===== src/rtl/range_product_sign_tree_core_assert.svh =====
// assertion macros for the sign tree sequencer
`ifndef RANGE_PRODUCT_SIGN_TREE_CORE_ASSERT_SVH
`define RANGE_PRODUCT_SIGN_TREE_CORE_ASSERT_SVH

// same-cycle implication, checked on clk and off during rst
`define RPST_ASSERT_NOW(label, ante, cons, msg) \
  label: assert property (@(posedge clk) disable iff (rst) (ante) |-> (cons)) \
    else $error(msg);

// next-cycle implication, checked on clk and off during rst
`define RPST_ASSERT_NEXT(label, ante, cons, msg) \
  label: assert property (@(posedge clk) disable iff (rst) (ante) |=> (cons)) \
    else $error(msg);

`endif


===== src/rtl/rpst_ram.sv =====
// simple dual-port ram, registered read
module rpst_ram #(
  parameter int WIDTH = 2,
  parameter int DEPTH = 2048
) (
  input  logic                     clk,
  input  logic                     we,
  input  logic [$clog2(DEPTH)-1:0] waddr,
  input  logic [WIDTH-1:0]         wdata,
  input  logic                     re,
  input  logic [$clog2(DEPTH)-1:0] raddr,
  output logic [WIDTH-1:0]         rdata
);

  logic [WIDTH-1:0] mem [DEPTH];

  always_ff @(posedge clk) begin
    if (we) begin
      mem[waddr] <= wdata;
    end
    if (re) begin
      rdata <= mem[raddr];
    end
  end

endmodule


===== config.mk =====
export PLATFORM = sky130hd
export DESIGN_NAME = rpst_ram
export DESIGN_NICKNAME = d
export VERILOG_FILES = /design/src/rtl/range_product_sign_tree_core_assert.svh /design/src/rtl/rpst_ram.sv
export SDC_FILE = /design/constraint.sdc
export NUM_CORES = 2
export LEC_CHECK = 0
export BUFFER_PORTS_ARGS = -buffer_cell sky130_fd_sc_hd__buf_2
export CORE_MARGIN = 1
export CORE_UTILIZATION = 54
export DETAILED_ROUTE_END_ITERATION = 7
export PLACE_DENSITY = 0.69
export SYNTH_ARGS = -nofsm -noshare
export SYNTH_HDL_FRONTEND = slang
export SYNTH_SLANG_ARGS = --single-unit

===== constraint.sdc =====
create_clock -name clk -period 3.55 [get_ports clk]
set_input_delay 0.1775 -clock clk [delete_from_list [all_inputs] [get_ports clk]]
set_output_delay 0.1775 -clock clk [all_outputs]
set_load 0.02 [all_outputs]

Word-level counts from Yosys, hierarchy flattened
Memory sizes are Yosys's and may differ from the RTL's. A register that Yosys moved wholly into a read port is not among the register bits.
Index checks and enable logic that the tools add are counted.

cells by class
  add/sub/neg operators = 0
  multipliers = 0
  div/mod/pow operators = 0
  order comparisons = 0
  eq/ne operators = 0
  shift operators = 0
  multiplexer cells = 2
  bitwise operators = 0
  reductions and logical operators = 0

operator list
  kind              number
  2-to-1 mux 1 bit  2

word-level totals
  register bits after elaboration = 0
  latch bits = 0
  memory bits (writable) = 4,096
  memory bits (read-only) = 0
  bits of input ports = 27
  output and inout port bits = 2
  logic and storage cells = 3
  memories kept = 1

memories
  memory  words  width  read ports  clocked after Yosys merged registers in  wr ports  line            text
  mem     2,048  2      1           1                                        1         rpst_ram.sv:15  logic [WIDTH-1:0] mem [DEPTH];

Longest topological paths before layout
  depth in word-level cells = 2
  gate-level depth with buffers = 16
  depth with buffers taken out = 9

Worst setup path after synthesis
Ideal clock, no wire load.

  kind = in2reg
  start = input raddr[1]
  end = register rdata[0], read port of mem, data pin
  arrival = 2.393 ns
  setup slack = 0.892 ns
  stages = 11
  cell sequence = buf_6 > buf_4 > buf_2 > clkbuf_1 > mux4_2 > mux4_2 > mux2i_1 > a21oi_1 > nand4_1 > o41ai_1 > or3_1

RTL lines
  what         line            text
  from (decl)  rpst_ram.sv:11  input logic [$clog2(DEPTH)-1:0] raddr,
  to (decl)    rpst_ram.sv:12  output logic [WIDTH-1:0] rdata

==> flow_metrics.py <==
metrics = {
    "logic_synthesis": {
        "yosys-top-cells-count": "edfxtp_1, nor2_1, mux2i_1",
        "yosys.cell_types.count": 80,
        "seq_area_frac_synth_pct": 72.90,
        "synth_fp_nets": 10201,
        "synth_seq_cells": 4098,
        "synth_top_area_share_pct": 72.90,
        "synth-async-reset-ratio_pct": 0,
        "synth-edff-count": 4098,
        "avgSynthCellArea_um2": 16.59,
        "yosys_warnings": 0,
        "yosysMostFrequentCell": "edfxtp_1",
        "synthCells": 10174,
        "synth_ff_type": "edfxtp_1",
        "yosys.area.top_type": "edfxtp_1",
        "ys_top_cells_by_area": "edfxtp_1, mux4_2, nor2_1",
        "syn_area_um2": 168800,
    },
    "placed_design": {
        "dpl-instance-area_um2": 177000,
        "port-buffer-count": 28,
        "dpl.hpwl_mm": 297.5,
        "place.gp.congestion": 0.9254,
    },
    "clock_tree": {
        "clock_path_buffers": 4,
        "cts_sinks": 4098,
        "htreeDepth": 5,
        "clk_pin_slew_worst_paths_ns": 0.07,
        "clk-insertion-delay-late_ns": 0.98,
        "clockRootBuffer": "clkbuf_16",
        "cts_tree": "done",
        "cts_buffers": 408,
    },
    "routing": {
        "vias": 100001,
        "ant_nets": 0,
        "drtPass1Iterations": 7,
        "drtIter0Drc": 16312,
        "drt_wl_total_mm": 498.8,
        "drc": 0,
        "wl_per_cell_um": 33.34,
        "viasPerCell": 6.683,
    },
    "pwr": {
        "peakVddDrop_mv": 0.4838,
        "p_leak_uw": 0.05982,
        "power_density_nw_per_um2": 531.2,
    },
    "worst_setup_path": {
        "cp-start-kind": "flop",
        "cp.buffers_inverters": 3,
        "critPathMaxStageDelay_ns": 0.57,
        "rr_startpoint": "mem[438][0]",
        "crit_path_frequent_cell": "buf_4",
        "cp_max_fo": 1,
        "worst-r2r-setup-slack_ns": 0.16,
        "path_cells": "mux4_2 -> or4_1 -> a21oi_1 -> nor4_1 -> nand2_1 -> nor4_4 -> buf_4 -> o311ai_0 -> buf_4 -> nor4_1 -> buf_4 -> or3_1",
        "critPathTopFamily": "simple AND/OR/NAND/NOR gates",
        "slowest_stage": "mux4_2",
        "cp.required_ns": 4.20,
        "worstSetupPathType": "flop to flop",
        "cp-end-kind": "flop",
        "arrival_ns": 4.04,
        "reg2reg_depth": 12,
        "r2r-end": "rdata[0]",
    },
    "sta": {
        "maxSlewViolCount": 0,
        "fmax_mhz": 294.6,
        "fin_skew_ns": 0.1041,
        "fin_crit_ns": 3.395,
        "relSlewSlack_pct": 4.713,
        "setup_tns_ns": 0,
        "hold_violations": 0,
        "finalSetupViolCount": 0,
        "timing.final.crit_share_pct": 95.63,
        "worst_pin_slew_ns": 1.429,
        "rsz0062_at_grt": "false",
    },
    "hold_path": {
        "min_from": "re",
        "min_to": "rdata[1]",
        "min_path_type": "input port to flop",
        "whs_path_depth": 2,
    },
    "flow_run": {
        "cap_violations": 0,
    },
    "grt": {
        "grt_pass1_wl_mm": 705.6,
        "use_met3_pct": 7.303,
        "overflow": 0,
        "grt_use_met1_pct": 42.68,
        "busiest_layer": "met2",
        "gr-usage-met2_pct": 48.56,
        "grt_pass1_vias": 99513,
        "antenna_found_initial": 38,
        "track_usage_pct": 31.39,
        "grt_start_max_net_pins": 209,
    },
    "floorplan": {
        "die_h_um": 561.1,
        "core-area_um2": 309900,
        "fp.dieW_um": 561.1,
        "die-area_um2": 314900,
        "start_util_pct": 54.48,
        "rows": 204,
        "io_pins": 29,
    },
    "finish": {
        "final_core_util_pct": 61.37,
        "nets": 10504,
        "drive_gt1_share_pct": 18.55,
        "area_delta_synth_final_pct": 12.66,
        "stdcell_area_um2": 190200,
    },
    "outcome": {
        "status": "finished, final reports clean",
    },
}
==> repair_timing <==
action                                  in CTS  in global routing
resized for setup                            1                  3
endpoints found under the hold margin      542                  0
hold buffers                                10                  0
setup buffers                                0                  0
endpoints found under the setup margin       1                  1
==> final cells by class <==
class                           instances  area, um^2
Timing Repair Buffer                  746        7610
Clock inverter                        242        2231
Sequential cell                      4098      123100
Antenna cell                           26       65.06
Clock buffer                          508       10800
Multi-Input combinational cell       5219       41230
Tap cell                             4120        5155
Fill cell                           22093      119700
Inverter                                4       27.53
==> cells in the final DEF, fill, tap and decap left out, types with 123 or more instances in the layout <==
master	n
nand2_1	228
nor3_1	156
a21oi_1	149
o221ai_1	250
mux2i_1	798
buf_4	551
mux4_2	612
o22ai_1	178
buf_12	161
edfxtp_1	4098
nor2_1	2178
clkbuf_16	418
o21ai_0	123
==> report_power, final <==
part           switching (uW)  internal [uW]  total, uW
combinational            3490           1810       5300
sequential               10.8          53200      53200
clock                   18200          24200      42500
==> worst max path at each step <==
stage | startpoint | end | cells after the start
5_1_grt | mem[258][0] | rdata[0] | 13
3_5_place_dp | raddr[0] | rdata[0] | 14
3_3_place_gp | raddr[5] | rdata[0] | 15
2_1_floorplan | raddr[1] | rdata[0] | 11
4_1_cts | mem[307][0] | rdata[0] | 14
6_report | mem[438][0] | rdata[0] | 12
==> registers in the layout, indices dropped and copies added, names as in the netlist <==
| register | count |
|---|---|
| mem | 4096 |
| rdata | 2 |
==> metal layers <==
layer	wire length, um	up-vias
met5	128	-
met4	26150	14
met3	65420	1273
met2	229500	7055
met1	177600	51255
li1	-	40404
==> per-stage QoR <==
stage	std cells	setup WS, ns	hold slack, ns	total power (uW)
2_1_floorplan	10174	0.8917	0.2764	56940
3_3_place_gp	14177	-0.6573	0.5740	59330
3_5_place_dp	14177	-0.5921	0.5681	59420
4_1_cts	14937	0.09569	0.1146	101000
5_1_grt	14939	0.04131	0.1409	103000
6_report	14963	0.1550	0.1371	101000
==> cell families after synthesis <==
group,synth area share [%]
flops,72.90
simple gates,6.868
mux,13.46
compound gates,3.776
buf+inv,2.995
==> worst register-to-register path: cells and delay by family, from the launching register on <==
kind | cells | cell delay [ns]
mux | 1 | 0.57
simple gates | 6 | 1.26
compound gates | 2 | 0.33
buf+inv | 3 | 0.56
flops | 1 | 0.38
No activity file was read; power rests on OpenSTA's default activity.
