**src/rtl/range_product_sign_tree_core_assert.svh**
```systemverilog
// assertion macros for the sign tree sequencer
`ifndef RANGE_PRODUCT_SIGN_TREE_CORE_ASSERT_SVH
`define RANGE_PRODUCT_SIGN_TREE_CORE_ASSERT_SVH

// same-cycle implication, checked on clk and off during rst
`define RPST_ASSERT_NOW(label, ante, cons, msg) \
  label: assert property (@(posedge clk) disable iff (rst) (ante) |-> (cons)) \
    else $error(msg);

// next-cycle implication, checked on clk and off during rst
`define RPST_ASSERT_NEXT(label, ante, cons, msg) \
  label: assert property (@(posedge clk) disable iff (rst) (ante) |=> (cons)) \
    else $error(msg);

`endif

```
**src/rtl/rpst_pkg.sv**
```systemverilog
package rpst_pkg;

  // tree size
  localparam int MAX_ELEMENTS = 1024;
  localparam int TREE_DEPTH   = 2 * MAX_ELEMENTS;
  localparam int LEAF_W       = $clog2(MAX_ELEMENTS);
  localparam int NODE_W       = LEAF_W + 1;
  localparam int QRY_W        = NODE_W + 1;

  // field widths
  localparam int POS_W   = 10;
  localparam int VALUE_W = 32;
  localparam int CNT_W   = 11;
  localparam int CMP_W   = (CNT_W > NODE_W) ? CNT_W : NODE_W;

  // configuration port
  localparam int APB_DATA_W  = 32;
  localparam int CFG_ADDR_W  = 3;
  localparam logic [CNT_W-1:0] ELEMENT_COUNT_RESET = CNT_W'(1024);

  typedef logic [CFG_ADDR_W-3:0] reg_index_t;
  localparam reg_index_t REG_ELEMENT_COUNT = reg_index_t'(0);

  // commands
  typedef enum logic {
    CMD_SET   = 1'b0,
    CMD_QUERY = 1'b1
  } cmd_t;

  // signs
  typedef logic signed [1:0] sign_t;
  localparam sign_t SIGN_ZERO = 2'sb00;
  localparam sign_t SIGN_POS  = 2'sb01;
  localparam sign_t SIGN_NEG  = 2'sb11;

  typedef logic [NODE_W-1:0] node_addr_t;

  // memory request from the sequencer
  typedef struct packed {
    logic       we;
    node_addr_t waddr;
    sign_t      wdata;
    logic       re;
    node_addr_t raddr;
  } ram_req_t;

  // sequencer states
  typedef enum logic [2:0] {
    ST_CLEAR,
    ST_IDLE,
    ST_SET_UP,
    ST_Q_L,
    ST_Q_R,
    ST_Q_RW,
    ST_DONE
  } state_t;

  // product of two signs
  function automatic sign_t sign_mul(sign_t a, sign_t b);
    sign_t res;
    if ((a == SIGN_ZERO) || (b == SIGN_ZERO)) begin
      res = SIGN_ZERO;
    end else if (a[1] ^ b[1]) begin
      res = SIGN_NEG;
    end else begin
      res = SIGN_POS;
    end
    return res;
  endfunction

  // sign of a signed value
  function automatic sign_t sign_of(logic signed [VALUE_W-1:0] v);
    sign_t res;
    if (v == '0) begin
      res = SIGN_ZERO;
    end else if (v[VALUE_W-1]) begin
      res = SIGN_NEG;
    end else begin
      res = SIGN_POS;
    end
    return res;
  endfunction

endpackage

```
**src/rtl/rpst_cfg.sv**
```systemverilog
module rpst_cfg
  import rpst_pkg::*;
(
  input  logic                  clk,
  input  logic                  rst,
  input  logic                  psel,
  input  logic                  penable,
  input  logic                  pwrite,
  input  logic [CFG_ADDR_W-1:0] paddr,
  input  logic [APB_DATA_W-1:0] pwdata,
  output logic [APB_DATA_W-1:0] prdata,
  output logic                  pready,
  output logic [CMP_W-1:0]      count_eff
);

  logic [CNT_W-1:0] element_count;
  reg_index_t       reg_index;

  assign reg_index = paddr[CFG_ADDR_W-1:2];
  assign pready    = 1'b1;

  // register write
  always_ff @(posedge clk) begin
    if (rst) begin
      element_count <= ELEMENT_COUNT_RESET;
    end else if (psel && penable && pwrite && (reg_index == REG_ELEMENT_COUNT)) begin
      element_count <= pwdata[CNT_W-1:0];
    end
  end

  // register read
  always_comb begin
    if (reg_index == REG_ELEMENT_COUNT) begin
      prdata = APB_DATA_W'(element_count);
    end else begin
      prdata = '0;
    end
  end

  // count in use, capped at the tree size
  always_comb begin
    if (CMP_W'(element_count) < CMP_W'(MAX_ELEMENTS)) begin
      count_eff = CMP_W'(element_count);
    end else begin
      count_eff = CMP_W'(MAX_ELEMENTS);
    end
  end

endmodule

```
**config.mk**
```make
export PLATFORM = sky130hd
export DESIGN_NAME = rpst_cfg
export DESIGN_NICKNAME = d
export VERILOG_FILES = /design/src/rtl/range_product_sign_tree_core_assert.svh /design/src/rtl/rpst_pkg.sv /design/src/rtl/rpst_cfg.sv
export SDC_FILE = /design/constraint.sdc
export NUM_CORES = 1
export LEC_CHECK = 0
export BUFFER_PORTS_ARGS = -buffer_cell sky130_fd_sc_hd__buf_2
export CAP_MARGIN = 5
export CORE_MARGIN = 1.5
export CORE_UTILIZATION = 30
export DETAILED_ROUTE_END_ITERATION = 8
export GPL_TIMING_DRIVEN = 0
export PLACE_DENSITY_LB_ADDON = 0.3
export SYNTH_ARGS = -nofsm -noshare
export SYNTH_HDL_FRONTEND = slang
export SYNTH_SLANG_ARGS = --single-unit
```
**constraint.sdc**
```tcl
create_clock -name clk -period 2.05 [get_ports clk]
set_input_delay 0.1025 -clock clk [delete_from_list [all_inputs] [get_ports clk]]
set_output_delay 0.1025 -clock clk [all_outputs]
set_load 0.05 [all_outputs]
```
# [After elaboration in Yosys (flattened, before gate mapping)]
# Cells that the tools add are included.
# Widths: inputs -> output; s select.
[totals] reg_bits=11 inputBits=40 wordCells=8
[classes] magnitude_cmp=1 n_mux=2 reduce_logical=3 n_bitwise=1
[op_table] cell="$mux 11" count=2
[op_table] cell="$lt 11x11->1 const B" count=1
[op_table] cell="$logic_and 1x1->1" count=3
[op_table] cell="$not 1->1" count=1

# [Depth between registers and ports, before layout]
[depth] word_depth=3 depth_mapped=3

# [Worst setup path after synthesis]
# Ideal clock, no wire load.
[synth_timing] path_kind="flip-flop to output port" from="register element_count[10]" to="output prdata[10]" path_slack_ps=691 arrival_ps=1256 path_stages_with_launch=3 path_cell_list="dfxtp_1 -> buf_2 -> nor2b_1"
[synth_between] elab_chain_cells=1
[synth_lines] item="start, declared" line_no="rpst_cfg.sv:16" text="logic [CNT_W-1:0] element_count;"
[synth_lines] item="start signal, assigned" line_no="rpst_cfg.sv:27" text="element_count <= pwdata[CNT_W-1:0];"
[synth_lines] item="$mux 11" line_no="rpst_cfg.sv:33" text="if (reg_index == REG_ELEMENT_COUNT) begin"
[synth_lines] item="end, declared" line_no="rpst_cfg.sv:11" text="output logic [APB_DATA_W-1:0] prdata,"
# Every way passes these cells.

# [Worst setup path in the final report]
# Ends and elaborated chain as after synthesis.

==> impl_summary.log <==
INFO  metric post-cts-setup-buffer-count = 0
INFO  metric yosys_register_bits = 11
INFO  metric vias_per_cell = between 3 and 4
INFO  metric num_rows = 18
INFO  metric worst_r2r_startpoint = element_count[10]
INFO  metric endpoint_kind = output port
INFO  metric timing.final.crit_period = between 1 and 1.5 ns
INFO  metric vdd_ir_drop_max = between 0.2 and 0.25 mV
INFO  metric synth_compound_gate_area_share = 0
INFO  metric powerDensity = 486.8 nW/um^2
INFO  metric place_congestion = between 0.6 and 0.7
INFO  metric layout-drive-gt1-share = 0.4304
INFO  metric post_route_setup_tns = 0 ns
INFO  metric top_regs = element_count x11
INFO  metric register_ranked_first_by_flip_flop_count = element_count
INFO  metric vias = 705
INFO  metric final_worst_path_period_share = 0.6830
INFO  metric timing.critical_path.arrival = 1.30 ns
INFO  metric finish.net_count = 199
INFO  metric post_synth_main_area_contributors = sky130_fd_sc_hd__dfxtp_1, sky130_fd_sc_hd__buf_4, sky130_fd_sc_hd__nand2b_1
INFO  metric total_power = roughly 0.56 mW
INFO  metric chipHeight = 55.51 microns
INFO  metric rsz_0062_raised_after_global_routing = no
INFO  metric hp-start = pwdata[3]
INFO  metric run_status = finished, final reports clean
INFO  metric synth.mux.area_fraction = 0.1331
INFO  metric power.sequential.fraction = 0.393
INFO  metric final-max-slew-violation-count = 0
INFO  metric placed_cells = between 150 and 200
INFO  metric ctsHoldBuffers = 0
INFO  metric numCtsBuffers = 3
INFO  metric finClkSkew = 0 ns
INFO  metric power.net_switching = 0.2066 mW
INFO  metric hp-class = input pin to flip-flop
INFO  metric wl_per_cell = 8.910 microns
INFO  metric cts-htree-levels = 1
INFO  metric timing.hold.worst_endpoint = element_count[3]
INFO  metric timing.rr.end = element_count[10]
INFO  metric timing.critical_path.from_type = flip-flop
INFO  metric leak = 0.6016 nW
INFO  metric netlist-cell-type-count = 12
INFO  metric worst_r2r_path_depth = 3
INFO  metric timing_worst_setup_path_type = flip-flop to output port
INFO  metric reg2reg_slack = around 1.2 ns
INFO  metric cts_tree = yes
INFO  metric max-clock-path-buffers = 2
INFO  metric grtUsageTotal = 0.1073
INFO  metric flip_flop_count_of_the_largest_register_all_copies_and_words_added = 11
INFO  metric hold_violation_total_from_the_final_report = 0
INFO  metric synthAdderAreaFrac = 0
INFO  metric area.growth.synth_to_final = 39.79%
INFO  metric detail_route.iter0.violations = 7
INFO  metric worst-path-max-fanout = 10
INFO  metric worst_setup_hold_path_clk_slew = 0.07 ns
INFO  metric power.share.switching = 0.3671
INFO  metric dominant_combinational_cell_family_by_area_after_synthesis = simple AND/OR/NAND/NOR gates
INFO  metric antenna_violating_nets_post_route = 0
INFO  metric cts-resized-gates = 0
INFO  metric port_buffers = 38
INFO  metric first_global_vias = 604
INFO  metric grt-ovfl-total = 0
INFO  metric detailedPlacementHpwl = roughly 1300 microns
INFO  metric design.die.area = 3081 sq um
INFO  metric clkPwrFrac = 0.261
INFO  metric synth.largest_area_cell = sky130_fd_sc_hd__dfxtp_1
INFO  metric cts.sink_count = 11
INFO  metric synth_instances = 96
INFO  metric power_frac_comb = 0.346
INFO  metric clock_insertion_delay_worst_skew = about 0.26 ns
INFO  metric grt_first_pass_wirelength = 2642 microns
INFO  metric synth_area = 827.0 sq um
INFO  metric worst_hold_depth = 3
INFO  metric grt_max_degree = 11
INFO  metric layoutNonFillerInstCount = 188
INFO  metric fmax = 0.7142 GHz
INFO  metric die-width = 55.51 microns
INFO  metric antenna_cells_inserted = 0
INFO  metric yosysSeqAreaShare = 0.2663
INFO  metric drcViolationCount = 0
INFO  metric cap_violations = 0
INFO  metric initial_utilization = 0.3250
INFO  metric io-pin-count = 84
INFO  metric synth-simple-area-share = 0.3374
INFO  metric grt_antenna_before_repair = 0
INFO  metric setup_viol_count_final = 0
INFO  metric drtPass1Iterations = 4
INFO  metric avgSynthCellArea = 8.615 sq um
INFO  metric core_region_area = 2545 sq um
INFO  metric post_synth_xor_area_fraction = 0
INFO  metric placement.cell_area = 1130 sq um
INFO  metric drt-total-wl = 1675 microns
INFO  metric ctsRootBufferMaster = sky130_fd_sc_hd__clkbuf_4
INFO  metric cell_internal_pwr = between 0.3 and 0.4 mW
INFO  metric synth_top_cell_area_share = 0.2663
INFO  metric required = 1.95 ns
INFO  metric ys.warnings.count = 0
INFO  metric finish.instance_area = approximately 1200 sq um
-- power groups by stage --
| stage | clock network [mW] | registers [mW] | logic (mW) |
|---|---|---|---|
| 6_report | 0.147 | 0.221 | 0.194 |
| 5_1_grt | 0.172 | 0.222 | 0.206 |
| 4_1_cts | 0.155 | 0.221 | 0.194 |
| 3_3_place_gp | 0 | 0.226 | 0.193 |
| 3_5_place_dp | 0 | 0.226 | 0.194 |
| 2_1_floorplan | 0 | 0.225 | 0.168 |
-- cells in the mapped netlist --
cell / number
sky130_fd_sc_hd__dfxtp_1: 11
sky130_fd_sc_hd__buf_4: 23
sky130_fd_sc_hd__and4b_4: 1
sky130_fd_sc_hd__mux2i_1: 11
sky130_fd_sc_hd__buf_2: 2
sky130_fd_sc_hd__nor2_1: 2
sky130_fd_sc_hd__and2b_1: 1
sky130_fd_sc_hd__clkbuf_1: 2
sky130_fd_sc_hd__buf_12: 1
sky130_fd_sc_hd__conb_1: 2
sky130_fd_sc_hd__nor2b_1: 20
sky130_fd_sc_hd__nand2b_1: 20
-- per-layer routing --
layer,track usage,wire length [microns],vias up
li1,-,-,377
met1,0.1227,724,293
met2,0.1820,803,35
met3,0.03747,147,0
met4,0.04181,0,0
met5,0,0,-
-- cell families after synthesis --
| kind of cell | after synthesis |
|---|---|
| AND/OR/NAND/NOR | 44 |
| buffers and inverters | 28 |
| multiplexers | 11 |
| flip-flops | 11 |
| other | 2 |
-- worst max-delay path, stage by stage, from the launching register on --
cell,delay [ns]
sky130_fd_sc_hd__dfxtp_1,0.37
sky130_fd_sc_hd__buf_2,0.25
sky130_fd_sc_hd__nor2b_1,0.15
sky130_fd_sc_hd__buf_2,0.26
-- per-stage QoR --
stage | hold WS, ns | util | worst slack [ns]
2_1_floorplan | 0.2572 | - | 0.6915
3_3_place_gp | 0.3674 | 0.4440 | 0.9415
3_5_place_dp | 0.3720 | 0.4440 | 0.9336
4_1_cts | 0.07936 | 0.4543 | 0.6256
5_1_grt | 0.09261 | 0.4543 | 0.5407
6_report | 0.09034 | 0.4543 | 0.6498
-- cell usage in the layout, fill, tap and decap left out, drive strengths merged --
master	synthesis	final
buf	26	64
nand2b	20	20
and4b	1	1
and2b	1	1
mux2i	11	11
nor2b	20	20
conb	2	22
nor2	2	2
dfxtp	11	11
clkbuf	2	6
-- worst max-delay path by stage --
stage | start | endpoint | cells after the start
after CTS | element_count[10] | prdata[10] | 3
after detailed placement | element_count[10] | prdata[10] | 3
after global routing | element_count[10] | prdata[10] | 3
after floorplan | element_count[10] | prdata[10] | 2
final | element_count[10] | prdata[10] | 3
after global placement | element_count[10] | prdata[10] | 3
-- layout make-up --
cell class              count  area (sq um)
fillers                   276          1389
multi-input cells          77         471.7
flip-flops and latches     11         220.2
plain buffers              28         210.2
repair buffers             38         190.2
well taps                  30         37.54
clock buffers               4         26.28
Power figures use the tool's default switching activity.
