### src/rtl/range_product_sign_tree_core_assert.svh
// assertion macros for the sign tree sequencer
`ifndef RANGE_PRODUCT_SIGN_TREE_CORE_ASSERT_SVH
`define RANGE_PRODUCT_SIGN_TREE_CORE_ASSERT_SVH

// same-cycle implication, checked on clk and off during rst
`define RPST_ASSERT_NOW(label, ante, cons, msg) \
  label: assert property (@(posedge clk) disable iff (rst) (ante) |-> (cons)) \
    else $error(msg);

// next-cycle implication, checked on clk and off during rst
`define RPST_ASSERT_NEXT(label, ante, cons, msg) \
  label: assert property (@(posedge clk) disable iff (rst) (ante) |=> (cons)) \
    else $error(msg);

`endif

### src/rtl/rpst_pkg.sv
package rpst_pkg;

  // tree size
  localparam int MAX_ELEMENTS = 1024;
  localparam int TREE_DEPTH   = 2 * MAX_ELEMENTS;
  localparam int LEAF_W       = $clog2(MAX_ELEMENTS);
  localparam int NODE_W       = LEAF_W + 1;
  localparam int QRY_W        = NODE_W + 1;

  // field widths
  localparam int POS_W   = 10;
  localparam int VALUE_W = 32;
  localparam int CNT_W   = 11;
  localparam int CMP_W   = (CNT_W > NODE_W) ? CNT_W : NODE_W;

  // configuration port
  localparam int APB_DATA_W  = 32;
  localparam int CFG_ADDR_W  = 3;
  localparam logic [CNT_W-1:0] ELEMENT_COUNT_RESET = CNT_W'(1024);

  typedef logic [CFG_ADDR_W-3:0] reg_index_t;
  localparam reg_index_t REG_ELEMENT_COUNT = reg_index_t'(0);

  // commands
  typedef enum logic {
    CMD_SET   = 1'b0,
    CMD_QUERY = 1'b1
  } cmd_t;

  // signs
  typedef logic signed [1:0] sign_t;
  localparam sign_t SIGN_ZERO = 2'sb00;
  localparam sign_t SIGN_POS  = 2'sb01;
  localparam sign_t SIGN_NEG  = 2'sb11;

  typedef logic [NODE_W-1:0] node_addr_t;

  // memory request from the sequencer
  typedef struct packed {
    logic       we;
    node_addr_t waddr;
    sign_t      wdata;
    logic       re;
    node_addr_t raddr;
  } ram_req_t;

  // sequencer states
  typedef enum logic [2:0] {
    ST_CLEAR,
    ST_IDLE,
    ST_SET_UP,
    ST_Q_L,
    ST_Q_R,
    ST_Q_RW,
    ST_DONE
  } state_t;

  // product of two signs
  function automatic sign_t sign_mul(sign_t a, sign_t b);
    sign_t res;
    if ((a == SIGN_ZERO) || (b == SIGN_ZERO)) begin
      res = SIGN_ZERO;
    end else if (a[1] ^ b[1]) begin
      res = SIGN_NEG;
    end else begin
      res = SIGN_POS;
    end
    return res;
  endfunction

  // sign of a signed value
  function automatic sign_t sign_of(logic signed [VALUE_W-1:0] v);
    sign_t res;
    if (v == '0) begin
      res = SIGN_ZERO;
    end else if (v[VALUE_W-1]) begin
      res = SIGN_NEG;
    end else begin
      res = SIGN_POS;
    end
    return res;
  endfunction

endpackage

### src/rtl/rpst_if.sv
// command channel
interface rpst_in_if
  import rpst_pkg::*;
  ();
  logic                        valid;
  logic                        ready;
  logic                        command;
  logic [POS_W-1:0]            position;
  logic [POS_W-1:0]            range_end;
  logic signed [VALUE_W-1:0]   value;

  modport source (output valid, command, position, range_end, value, input ready);
  modport sink (input valid, command, position, range_end, value, output ready);
endinterface

// result channel
interface rpst_out_if
  import rpst_pkg::*;
  ();
  logic  valid;
  logic  ready;
  sign_t product_sign;
  logic  range_error;

  modport source (output valid, product_sign, range_error, input ready);
  modport sink (input valid, product_sign, range_error, output ready);
endinterface

### src/rtl/rpst_ctrl.sv
module rpst_ctrl
  import rpst_pkg::*;
(
  input  logic              clk,
  input  logic              rst,
  input  logic [CMP_W-1:0]  count_eff,
  rpst_in_if.sink           in_ch,
  rpst_out_if.source        out_ch,
  output ram_req_t          ram_req,
  input  sign_t             rdata
);

  `include "range_product_sign_tree_core_assert.svh"

  state_t           state, state_next;
  node_addr_t       clr_addr, clr_addr_next;
  node_addr_t       node, node_next;
  sign_t            cur, cur_next;
  logic [QRY_W-1:0] ql, ql_next;
  logic [QRY_W-1:0] qr, qr_next;
  sign_t            acc, acc_next;
  logic             lpend, lpend_next;
  sign_t            res_sign, res_sign_next;
  logic             res_err, res_err_next;

  logic             accept;
  logic             load_out;
  node_addr_t       leaf;
  node_addr_t       parent;
  sign_t            prod;
  sign_t            acc_mid;

  assign in_ch.ready = (state == ST_IDLE);
  assign accept      = in_ch.valid && in_ch.ready;
  assign leaf        = node_addr_t'(MAX_ELEMENTS) + node_addr_t'(in_ch.position);
  assign parent      = node >> 1;
  assign prod        = sign_mul(cur, rdata);
  assign acc_mid     = lpend ? sign_mul(acc, rdata) : acc;

  // state and working registers
  always_ff @(posedge clk) begin
    if (rst) begin
      state    <= ST_CLEAR;
      clr_addr <= '0;
    end else begin
      state    <= state_next;
      clr_addr <= clr_addr_next;
    end
    node     <= node_next;
    cur      <= cur_next;
    ql       <= ql_next;
    qr       <= qr_next;
    acc      <= acc_next;
    lpend    <= lpend_next;
    res_sign <= res_sign_next;
    res_err  <= res_err_next;
  end

  // sequencer
  always_comb begin
    state_next    = state;
    clr_addr_next = clr_addr;
    node_next     = node;
    cur_next      = cur;
    ql_next       = ql;
    qr_next       = qr;
    acc_next      = acc;
    lpend_next    = lpend;
    res_sign_next = res_sign;
    res_err_next  = res_err;
    load_out      = 1'b0;
    ram_req       = '0;
    unique case (state)
      ST_CLEAR: begin
        // zero every node once after reset
        ram_req.we    = 1'b1;
        ram_req.waddr = clr_addr;
        ram_req.wdata = SIGN_ZERO;
        clr_addr_next = clr_addr + 1'b1;
        if (clr_addr == node_addr_t'(TREE_DEPTH - 1)) begin
          state_next = ST_IDLE;
        end
      end
      ST_IDLE: begin
        if (accept) begin
          if (cmd_t'(in_ch.command) == CMD_SET) begin
            // write leaf, fetch its sibling
            if (CMP_W'(in_ch.position) < count_eff) begin
              ram_req.we    = 1'b1;
              ram_req.waddr = leaf;
              ram_req.wdata = sign_of(in_ch.value);
              ram_req.re    = 1'b1;
              ram_req.raddr = leaf ^ node_addr_t'(1);
              node_next     = leaf;
              cur_next      = sign_of(in_ch.value);
              state_next    = ST_SET_UP;
            end
          end else begin
            if ((in_ch.position > in_ch.range_end)
                || (CMP_W'(in_ch.range_end) >= count_eff)) begin
              res_sign_next = SIGN_ZERO;
              res_err_next  = 1'b1;
              state_next    = ST_DONE;
            end else begin
              ql_next    = QRY_W'(MAX_ELEMENTS) + QRY_W'(in_ch.position);
              qr_next    = QRY_W'(MAX_ELEMENTS) + QRY_W'(in_ch.range_end) + QRY_W'(1);
              acc_next   = SIGN_POS;
              state_next = ST_Q_L;
            end
          end
        end
      end
      ST_SET_UP: begin
        // parent gets product of path node and sibling
        ram_req.we    = 1'b1;
        ram_req.waddr = parent;
        ram_req.wdata = prod;
        cur_next      = prod;
        node_next     = parent;
        if (parent == node_addr_t'(1)) begin
          state_next = ST_IDLE;
        end else begin
          ram_req.re    = 1'b1;
          ram_req.raddr = parent ^ node_addr_t'(1);
        end
      end
      ST_Q_L: begin
        // left border of the current level
        if (ql < qr) begin
          lpend_next = ql[0];
          if (ql[0]) begin
            ram_req.re    = 1'b1;
            ram_req.raddr = ql[NODE_W-1:0];
            ql_next       = ql + QRY_W'(1);
          end
          state_next = ST_Q_R;
        end else begin
          res_sign_next = acc;
          res_err_next  = 1'b0;
          state_next    = ST_DONE;
        end
      end
      ST_Q_R: begin
        // right border of the current level
        acc_next = acc_mid;
        if (qr[0]) begin
          ram_req.re    = 1'b1;
          ram_req.raddr = qr[NODE_W-1:0] - node_addr_t'(1);
          qr_next       = qr - QRY_W'(1);
          state_next    = ST_Q_RW;
        end else begin
          ql_next    = ql >> 1;
          qr_next    = qr >> 1;
          state_next = ST_Q_L;
        end
      end
      ST_Q_RW: begin
        acc_next   = sign_mul(acc, rdata);
        ql_next    = ql >> 1;
        qr_next    = qr >> 1;
        state_next = ST_Q_L;
      end
      ST_DONE: begin
        // hand result to the output register when it is free
        if (!out_ch.valid || out_ch.ready) begin
          load_out   = 1'b1;
          state_next = ST_IDLE;
        end
      end
      default: begin
        state_next = ST_IDLE;
      end
    endcase
  end

  // output register
  always_ff @(posedge clk) begin
    if (rst) begin
      out_ch.valid <= 1'b0;
    end else if (load_out) begin
      out_ch.valid <= 1'b1;
    end else if (out_ch.ready) begin
      out_ch.valid <= 1'b0;
    end
    if (load_out) begin
      out_ch.product_sign <= res_sign;
      out_ch.range_error  <= res_err;
    end
  end

  `RPST_ASSERT_NOW(a_no_same_entry, ram_req.we && ram_req.re, ram_req.waddr != ram_req.raddr, "read and write hit one node")
  `RPST_ASSERT_NOW(a_clear_blocks, state == ST_CLEAR, !in_ch.ready, "item taken during clearing")
  `RPST_ASSERT_NOW(a_query_order, state == ST_Q_R || state == ST_Q_RW, ql <= qr + QRY_W'(1), "query borders crossed")
  `RPST_ASSERT_NOW(a_err_zero, out_ch.valid && out_ch.range_error, out_ch.product_sign == SIGN_ZERO, "error result with nonzero sign")
  `RPST_ASSERT_NEXT(a_set_walks_up, state == ST_SET_UP && parent != node_addr_t'(1), state == ST_SET_UP, "update walk cut short")

endmodule

### src/flat_wrapper.sv
// flat-port wrapper written by rule: the top's interface ports become plain ports
module rpst_ctrl_flat import rpst_pkg::*;
  (clk, rst, count_eff, ram_req, rdata, in_ch_valid, in_ch_command, in_ch_position, in_ch_range_end, in_ch_value, in_ch_ready, out_ch_valid, out_ch_product_sign, out_ch_range_error, out_ch_ready);
  rpst_in_if in_ch_i ();
  rpst_out_if out_ch_i ();
  input  logic clk;
  input  logic rst;
  input  logic [CMP_W-1:0] count_eff;
  output ram_req_t ram_req;
  input  sign_t rdata;
  input wire logic [$bits(in_ch_i.valid)-1:0] in_ch_valid;
  input wire logic [$bits(in_ch_i.command)-1:0] in_ch_command;
  input wire logic [$bits(in_ch_i.position)-1:0] in_ch_position;
  input wire logic [$bits(in_ch_i.range_end)-1:0] in_ch_range_end;
  input wire logic [$bits(in_ch_i.value)-1:0] in_ch_value;
  output wire logic [$bits(in_ch_i.ready)-1:0] in_ch_ready;
  output wire logic [$bits(out_ch_i.valid)-1:0] out_ch_valid;
  output wire logic [$bits(out_ch_i.product_sign)-1:0] out_ch_product_sign;
  output wire logic [$bits(out_ch_i.range_error)-1:0] out_ch_range_error;
  input wire logic [$bits(out_ch_i.ready)-1:0] out_ch_ready;
  assign in_ch_i.valid = in_ch_valid;
  assign in_ch_i.command = in_ch_command;
  assign in_ch_i.position = in_ch_position;
  assign in_ch_i.range_end = in_ch_range_end;
  assign in_ch_i.value = in_ch_value;
  assign in_ch_ready = in_ch_i.ready;
  assign out_ch_valid = out_ch_i.valid;
  assign out_ch_product_sign = out_ch_i.product_sign;
  assign out_ch_range_error = out_ch_i.range_error;
  assign out_ch_i.ready = out_ch_ready;
  rpst_ctrl u_core (.clk(clk), .rst(rst), .count_eff(count_eff), .in_ch(in_ch_i), .out_ch(out_ch_i), .ram_req(ram_req), .rdata(rdata));
endmodule
### config.mk
export PLATFORM = sky130hd
export DESIGN_NAME = rpst_ctrl_flat
export DESIGN_NICKNAME = d
export VERILOG_FILES = /design/src/rtl/rpst_pkg.sv /design/src/rtl/rpst_if.sv /design/src/rtl/rpst_ctrl.sv /design/src/flat_wrapper.sv
export VERILOG_INCLUDE_DIRS = /design/src /design/src/rtl
export SDC_FILE = /design/constraint.sdc
export NUM_CORES = 1
export LEC_CHECK = 0
export ABC_AREA = 1
export BUFFER_PORTS_ARGS = -buffer_cell sky130_fd_sc_hd__clkbuf_2
export CAP_MARGIN = 10
export CORE_UTILIZATION = 55
export DETAILED_ROUTE_END_ITERATION = 16
export GPL_TIMING_DRIVEN = 0
export PLACE_DENSITY = 0.8
export SYNTH_ARGS = -nofsm -noshare
export SYNTH_HDL_FRONTEND = slang
export SYNTH_SLANG_ARGS = --single-unit
### constraint.sdc
create_clock -name clk -period 4.5 [get_ports clk]
set_clock_uncertainty 0.1 [all_clocks]
set_input_delay 0.9 -clock clk [delete_from_list [all_inputs] [get_ports clk]]
set_output_delay 0.9 -clock clk [all_outputs]
set_load 0.01 [all_outputs]
* Word level (Yosys, flattened, before mapping) *
Cells that the tools add are included.

storage, ports and cells
  word-level logic and storage cells = 141
  register bits after elaboration = 61

operators by class
  magnitude comparators = 4
  multiplexer cells = 64
  equality and inequality tests = 23
  bitwise gates (word level) = 4
  reduce and logical (&&, ||, !) cells = 24
  add/sub/neg operators = 8

operator list
  operator                number
  $mux 12                 14
  $pmux 12 s4             2
  $mux 26                 3
  $pmux 14 s3             1
  $mux 2                  18
  $pmux 12 s3             1
  $mux 11                 3
  $logic_not 32->1        1
  $add 11x10->12 const A  2
  $add 12x1->12 const B   2
  $mux 3                  8
  $pmux 11 s2             1
  $pmux 3 s7              1
  $ne 2x2->1 const B      8
  $reduce_and 5->1        3
  $lt 12x12->1            1
  $ne 2x1->1 const B      6
  $sub 12x1->12 const B   1
  $add 11x1->11 const B   1
  $add 11x10->11 const A  1
  $eq 11x11->1 const B    1
  $ge 10x11->1            1
  $lt 10x11->1            1
  $sub 11x1->11 const B   1
  24 further kinds        45

* Longest topological paths before layout *
Gate-level depths: netlist of the first run.

  depth after elaboration = 6
  mapped depth = 14

* Worst setup path before layout of the first run *
No wires, ideal clock.

  path kind = input-to-reg
  start = input port count_eff[6]
  end = register u_core.ql[10] (enable)
  required time = 4007 ps
  buffers on the path = 0
  data arrival time = 2692 ps
  library setup time = 393 ps
  stages = 11
  setup slack = 1315 ps
  cells stage by stage = inv_1 ha_1 nand2_1 inv_1 a21oi_1 nand2_1 a21oi_1 nand2_1 nand2_1 nand2_1 nor3_1

on the way
  longest elaborated chain between the ends = 4

ends and longest elaborated chain
  item                        RTL line           text
  from (decl)                 flat_wrapper.sv:8  input logic [CMP_W-1:0] count_eff;
  $ge 10x11->1                rpst_ctrl.sv:100   || (CMP_W'(in_ch.range_end) >= count_eff)) begin
  $logic_or 1x1->1            rpst_ctrl.sv:100
  $ne 2x2->1 (no line)        -
  $reduce_and 7->1 (no line)  -
  to (signal assigned)        rpst_ctrl.sv:51    ql <= ql_next;
  to (decl)                   rpst_ctrl.sv:19    logic [QRY_W-1:0] ql, ql_next;

Every way passes these cells.
A chain may end at the register's enable or synchronous reset.

==> results of run 1 <==
## flip-flops by register name, summed over array words and instances (netlist names)
name	cells
u_core.lpend	1
u_core.qr	12
u_core.state	3
u_core.clr_addr	11
u_core.ql	12
u_core.cur	2
u_core.node	10
u_core.res_err	1
u_core.res_sign	2
u_core.out_ch.range_error	1
u_core.out_ch.valid	1
u_core.out_ch.product_sign	2
u_core.acc	2
## worst max-delay path by stage
stage	from	to	depth (start not counted)
final	in_ch_position[9]	ram_req[22]	11
after global routing	in_ch_position[9]	ram_req[22]	11
after CTS	in_ch_position[9]	ram_req[22]	11
after detailed placement	in_ch_position[9]	ram_req[22]	11
after global placement	in_ch_range_end[0]	u_core.ql[10]$_DFFE_PP_	14
after floorplan	count_eff[6]	u_core.ql[10]$_DFFE_PP_	11
## metal layers
layer	vias to the layer above	part of all wire [%]
met3	22	11
met2	275	47
met1	2108	40
met5	-	0
li1	2335	-
met4	0	2.1
## cell usage after synthesis, drive strengths merged
cell type  instances  share of area [%]
buf                3               0.40
nand3b             2               0.32
o22ai              2               0.27
nand2            136                 11
o211ai            12                2.0
nand4             15                2.1
a31oi              1               0.13
a21o               2               0.32
a21oi             37                3.9
o21ai             36                3.8
a21boi             1               0.16
edfxtp            45                 29
or2                3               0.40
clkbuf             3               0.24
nor3b              2               0.43
nor2              59                6.4
xnor2              1               0.19
xor2               8                1.5
o221ai            12                2.2
nor4              10                1.3
dfxtp             15                6.4
o21bai             3               0.48
nand3             39                4.6
ha                42                 11
nor3              16                1.7
inv              111                8.9
a22oi              1               0.16
## cells by family (layout without fill, tap and decap cells)
kind of cell / Yosys count / count (layout) / share of synthesized area [%]
flip-flops: 60 / 60 / 35.2
AO/OA/AOI/OAI: 107 / 107 / 13.6
XOR/XNOR: 9 / 9 / 1.68
AND/OR/NAND/NOR: 282 / 282 / 28.8
adder cells (fa/ha/maj): 42 / 42 / 11.2
buffers and inverters: 117 / 233 / 9.57
## worst register-to-register path, cell delays in order (launching register included)
cell and delay, ns:
edfxtp_1 0.52, ha_1 0.35, nand2_1 0.07, inv_1 0.04, o21ai_0 0.06, a21oi_1 0.08
nor2_1 0.14, nand2_2 0.14, nand2_1 0.14, nand3_1 0.13, nor3_2 0.74
## power groups by stage
| stage | combinational [mW] | clock [mW] | sequential [mW] |
|---|---|---|---|
| floorplan | 0.399 | 0 | 0.749 |
| global placement | 0.554 | 0 | 0.769 |
| detailed placement | 0.577 | 0 | 0.772 |
| CTS | 0.586 | 0.452 | 0.761 |
| global route | 0.663 | 0.479 | 0.772 |
| finish | 0.591 | 0.450 | 0.764 |
## final cells by class
type                            count  area (um2)  share of cell area (%)
Clock inverter                      4        22.5                   0.409
Multi-Input combinational cell    440        2600                    47.2
Tap cell                          105         131                    2.39
Timing Repair Buffer              100         500                    9.09
Clock buffer                       12         155                    2.82
Inverter                          111         419                    7.61
Sequential cell                    60        1650                    30.0
Buffer                              6        30.0                   0.545
==> impl_results.md, run 1 <==
* CP Max Fanout at 10
* Min Clock Period, post-route at between 3 and 4 ns
* Placer Congestion at between 0.9 and 1
* ANT cells at 0
* Sequential area share after synthesis at about a third
* Initial antenna violation count at 0
* Reg power frac at 42.3%
* Die Width at between 90 and 100 um
* # H-tree levels at 3
* Commonest non-fill, non-tap cell in the layout: nand2_1
* Cell row count at 33
* Slew HR at 28.0%
* Period utilisation layout at 85.2%
* Mapped Cells at 617
* CTS root buf: clkbuf_8
* Final Hold Vio Count at 0
* Register-to-Register Path Depth at 10
* Pre-CTS setup slack at 0.679 ns
* Postcts setup bufs at 0
* Avg Cell Area, Syn at 7.61 um2
* Power per Cell Area at between 300 and 400 nW/um2
* # placed instances at 822
* Hold WC Path Type: reg2reg
* Die ar. at 8910 um2
* Fin area at 5510 um2
* Initial DRT Pass Iterations at 9
* Placed Area at 5330 um2
* Met1 usage at 42.1%
* Setup TNS at 0 ns
* Startpoint types: input port
* Worst EP arrival at 2.83 ns
* Clock tree from TritonCTS: done
* Hold slack at 0.324 ns
* Met2 Use GR at 53.4%
* # resized after CTS at 0
* Grt ovf at 0
* Yosys warns at 0
* Final setup margin at 0.668 ns
* Hold path startpoint: u_core.res_err$_DFFE_PP_
* CP peak stage delay at 0.33 ns
* IO Port Bufs at 100
* Fin cells at 838
* Outcome: completed
* Layout Utilization at between 60 and 70%
* CP endpoint kind: primary output
* Post-Syn Nets at 729
* VDD IR max at 0.000191 V
* Remaining antenna violation count at 0
* Hold Path Depth at 0
* Via count at 4,740
* I/O pins at roughly 100
* Worst path cell trace: clkbuf_2, ha_1, inv_1, nor3_1, nand3_1, nand3_1, nor2_1, buf_4, a21oi_1, o21ai_0, clkbuf_2
* Least-Margin Pin Slew at 1.08 ns
* Number of global-route vias before repair at between 4k and 5k
* R2r startpoint: u_core.ql[7]$_DFFE_PP_
* Mapped cell area at 4690 um2
* Slowest CP cell: ha_1
* Worst reg2reg path endpoint: u_core.ql[7]$_DFFE_PP_
* CP top delay family: simple AND/OR/NAND/NOR gates
* Final wirelength at roughly 13,000 um
* Die Y at 94.4 um
* Most frequent cells in the layout: nand2_1, inv_1, clkbuf_2
* Final Max Tran Viols at 0
* Worst Path Required at 3.50 ns
* WP buf/inv at 4
* Std-Cell Core Area at 8220 um2
* Flops & latches, synth at 60
* Post-synth cell types at 41
* Avg WL per Cell at 15.9 um
* RSZ-0062 raised after global routing: no
* Clock buffer depth at 2
* Number of setup violations in the final report at 0
* Hold EP: u_core.out_ch.range_error$_DFFE_PP_
* GR Layer Usage met3 at 6.04%
* Final net count at 840
* GRT Total Usage at 32.3%
* CTS Buf Count at 9
* DRC at 0
* Leakage at 2.72 nW
* Crit Path Class: in2out
* NetSw at 0.686 mW
* Initial core utilization at 57.1%
* Clock sink count at 60
* CTS hold repair buffers at 0
* Comb pwr share at 32.7%
* Layout cells sized above 1 at 21.1%
* Fillers at 701
* Clk slew on worst S/H paths at 0.08 ns
* Pint at 1.12 mW
* First-pass GRT wire length at 21,600 um
* Pin count of the biggest net entering global routing at 13
* Insertion delay to the later sink of the worst-skew pair at 0.35 ns
* Global route hottest layer: met2
* DR vias/cell at 5.66
* Pwr Total at 1.81 mW
* Clk pwr share at 24.9%
* Max frequency at between 0.2 and 0.3 GHz
* Max Cap Viol at 0
* Post-DP HPWL at 10,900 um
* Switching Share at roughly 38%
* 1st-iter DRT viols at 573
* R2R Setup Slk at ~1.6 ns
* Area growth, synth to finish at 17.4%
(Power assumes the default switching activity.)
==> run 2: changes to the inputs <==
Settings changed: ABC_AREA 1 to default, PLACE_DENSITY 0.8 to 0.81.
==> impl_results.md, run 2 <==
* Flops & latches, synth at 60 (unchanged)
* Final Hold Vio Count at 0 (unchanged)
* GRT Total Usage at 32.2% (about the same)
* Pre-CTS setup slack at 0.242 ns (-0.437 ns)
* Outcome: completed
* Final net count at 748 (-11%)
* Dominant cell type by area after synthesis: edfxtp_1
* EDFF count, synth at 45 (unchanged)
* Max Cap Viol at 0 (unchanged)
* Most frequent cell after synthesis: nand2_1
* Area growth, synth to finish at 18.0%
* Insertion delay to the later sink of the worst-skew pair at 0.35 ns (about the same)
* Die Width at 93.6 um (-0.80%)
* Cell row count at 33 (unchanged)
* Fin cells at 746 (-11%)
* Placed Area at 5260 um2 (-1.4%)
* Die ar. at 8760 um2 (-1.6%)
* Die Y at 93.6 um (-0.80%)
* Async S/R FF share, synth at 0% (unchanged)
* Slew HR at 28.0% (about the same)
* Final Max Tran Viols at 0 (unchanged)
* Sequential area share after synthesis at 35.8% (+0.58 points)
* Worst EP arrival at 3.18 ns (+0.35 ns)
* Std-Cell Core Area at 8180 um2 (-0.50%)
* Number of global-route vias before repair at 4,358 (-3.6%)
* 1st-iter DRT viols at 371 (-35%)
* Least-Margin Pin Slew at 1.08 ns (+0.000246 ns)
* Pin count of the biggest net entering global routing at 13 (unchanged)
* Most frequent cells after synthesis: nand2_1, inv_1, edfxtp_1
* I/O pins at 101 (unchanged)
* Post-Syn Nets at 637 (-13%)
* Grt ovf at 0 (unchanged)
* Top Registers: u_core.ql: 12 flops, u_core.qr: 12 flops, u_core.clr_addr: 11 flops
* Reg power frac at 48.0% (+5.7 points)
* Clock tree from TritonCTS: done
* Layout Utilization at 66.7% (-0.38 points)
* First-pass GRT wire length at 21,200 um (-1.8%)
* DR vias/cell at 6.20 (+9.5%)
* Avg Cell Area, Syn at 8.79 um2 (+16%)
* CTS root buf: clkbuf_8
* Final setup margin at 0.318 ns (-0.349 ns)
* Hold WC Path Type: reg2reg
* CTS Buf Count at 9 (unchanged)
* Final wirelength at 13,700 um (+2.6%)
* Post-synth top flop: edfxtp_1
* Fin area at 5450 um2 (-1.1%)
* Clock buffer depth at 2 (unchanged)
* Power per Cell Area at 228 nW/um2 (-30%)
* CP endpoint kind: primary output
* Worst Path Required at 3.50 ns (about the same)
* Clock sink count at 60 (unchanged)
* Startpoint types: input port
* Leakage at 2.47 nW (-9.2%)
* Initial core utilization at 56.5% (-0.65 points)
* DRC at 0 (unchanged)
* RSZ-0062 raised after global routing: no
* Max frequency at 0.239 GHz (-8.4%)
* Min Clock Period, post-route at 4.18 ns (+0.349 ns)
* Fillers at 682 (-2.7%)
* Crit Path Class: in2out
* Mapped cell area at 4620 um2 (-1.6%)
* Switching Share at 26.3% (-12 points)
* Hold slack at 0.328 ns (+0.00363 ns)
* Initial DRT Pass Iterations at 7 (-2)
* Clk pwr share at 39.1% (+14 points)
* Comb pwr share at 12.9% (-20 points)
* Commonest non-fill, non-tap cell in the layout: clkbuf_2
* # H-tree levels at 3 (unchanged)
* VDD IR max at 0.000160 V (-16%)
* Synth top area share at 29.3% (+0.48 points)
* # placed instances at 730 (-11%)
* NetSw at 0.327 mW (-52%)
* Number of setup violations in the final report at 0 (unchanged)
* Yosys warns at 0 (unchanged)
* ANT cells at 0 (unchanged)
* Pwr Total at 1.24 mW (-31%)
* Pint at 0.915 mW (-18%)
* Remaining antenna violation count at 0 (unchanged)
* Layout cells sized above 1 at 21.1% (-0.085 points)
* Post-DP HPWL at 10,600 um (-2.3%)
* Via count at 4,622 (-2.5%)
* Avg WL per Cell at 18.3 um (+15%)
* Initial antenna violation count at 0 (unchanged)
* CP Max Fanout at 10 (unchanged)
* Mapped Cells at 525 (-15%)
* Clk slew on worst S/H paths at 0.07 ns (about the same)
* Post-synth cell types at 61 (+49%)
* Setup TNS at 0 ns (unchanged)
* Placer Congestion at 0.944 (-2.0%)
* Period utilisation layout at 92.9% (+7.8 points)
* Most frequent cells in the layout: clkbuf_2, nand2_1, inv_1
* Synth top area cells: edfxtp_1, ha_1, dfxtp_1
* IO Port Bufs at 99 (-1.0%)
## run 2: per-layer routing
metal	track usage (%)	wire length (um)	part of all wire, %	vias to the layer above
li1	-	-	-	2171
met1	40.9	5600	41	2173
met2	52.3	6370	47	237
met3	6.75	1250	9.2	41
met4	15.5	431	3.2	0
met5	0	0	0	-
## run 2: path summary, 6_finish.rpt
path / startpoint / end / slack [ns] / depth (start not counted)
max: in_ch_position[2] / ram_req[8] / 0.32 / 10
min reg2reg: u_core.res_err$_DFFE_PP_ / u_core.out_ch.range_error$_DFFE_PP_ / 0.33 / 0
max reg2reg: u_core.state[2]$_SDFFE_PP0P_ / u_core.node[6]$_DFFE_PP_ / 1.60 / 8
min: u_core.res_err$_DFFE_PP_ / u_core.out_ch.range_error$_DFFE_PP_ / 0.33 / 0
## run 2: power groups by stage
stage / clock (mW) / sequential, mW / combinational (mW)
floorplan: 0 / 0.608 / 0.0817
global placement: 0 / 0.609 / 0.147
detailed placement: 0 / 0.609 / 0.156
CTS: 0.486 / 0.597 / 0.157
global route: 0.511 / 0.597 / 0.177
finish: 0.486 / 0.597 / 0.160
## run 2: what timing repair did
action,CTS,global route
hold buffers,0,0
resized for setup,0,2
endpoints found under the setup margin,0,2
buffers inserted,0,0
## run 2: worst max-delay path, cell delays in order
cell,delay [ns]
clkbuf_2,0.19
ha_1,0.35
a21o_1,0.11
a31oi_1,0.05
o32ai_1,0.44
nor3_1,0.14
buf_2,0.23
a21boi_1,0.39
o221ai_1,0.22
clkbuf_2,0.17
## run 2: kinds of logic after synthesis
kind of cell,after synthesis,synth area share (%)
adder cells (fa/ha/maj),42,11.4
multiplexers,1,0.217
AND/OR/NAND/NOR,189,20.7
AO/OA/AOI/OAI,139,20.7
XOR/XNOR,28,5.31
flip-flops,60,35.8
buffers and inverters,66,5.85
## run 2: area by class of cell
| class | count | area (um2) | share of cell area, % |
|---|---|---|---|
| multi-input cells | 399 | 2700 | 49.6 |
| flip-flops and latches | 60 | 1650 | 30.3 |
| repair buffers | 100 | 503 | 9.23 |
| inverters | 46 | 173 | 3.17 |
| well taps | 105 | 131 | 2.41 |
| clock buffers | 9 | 124 | 2.27 |
| plain buffers | 20 | 97.6 | 1.79 |
| clock inverters | 7 | 67.6 | 1.24 |
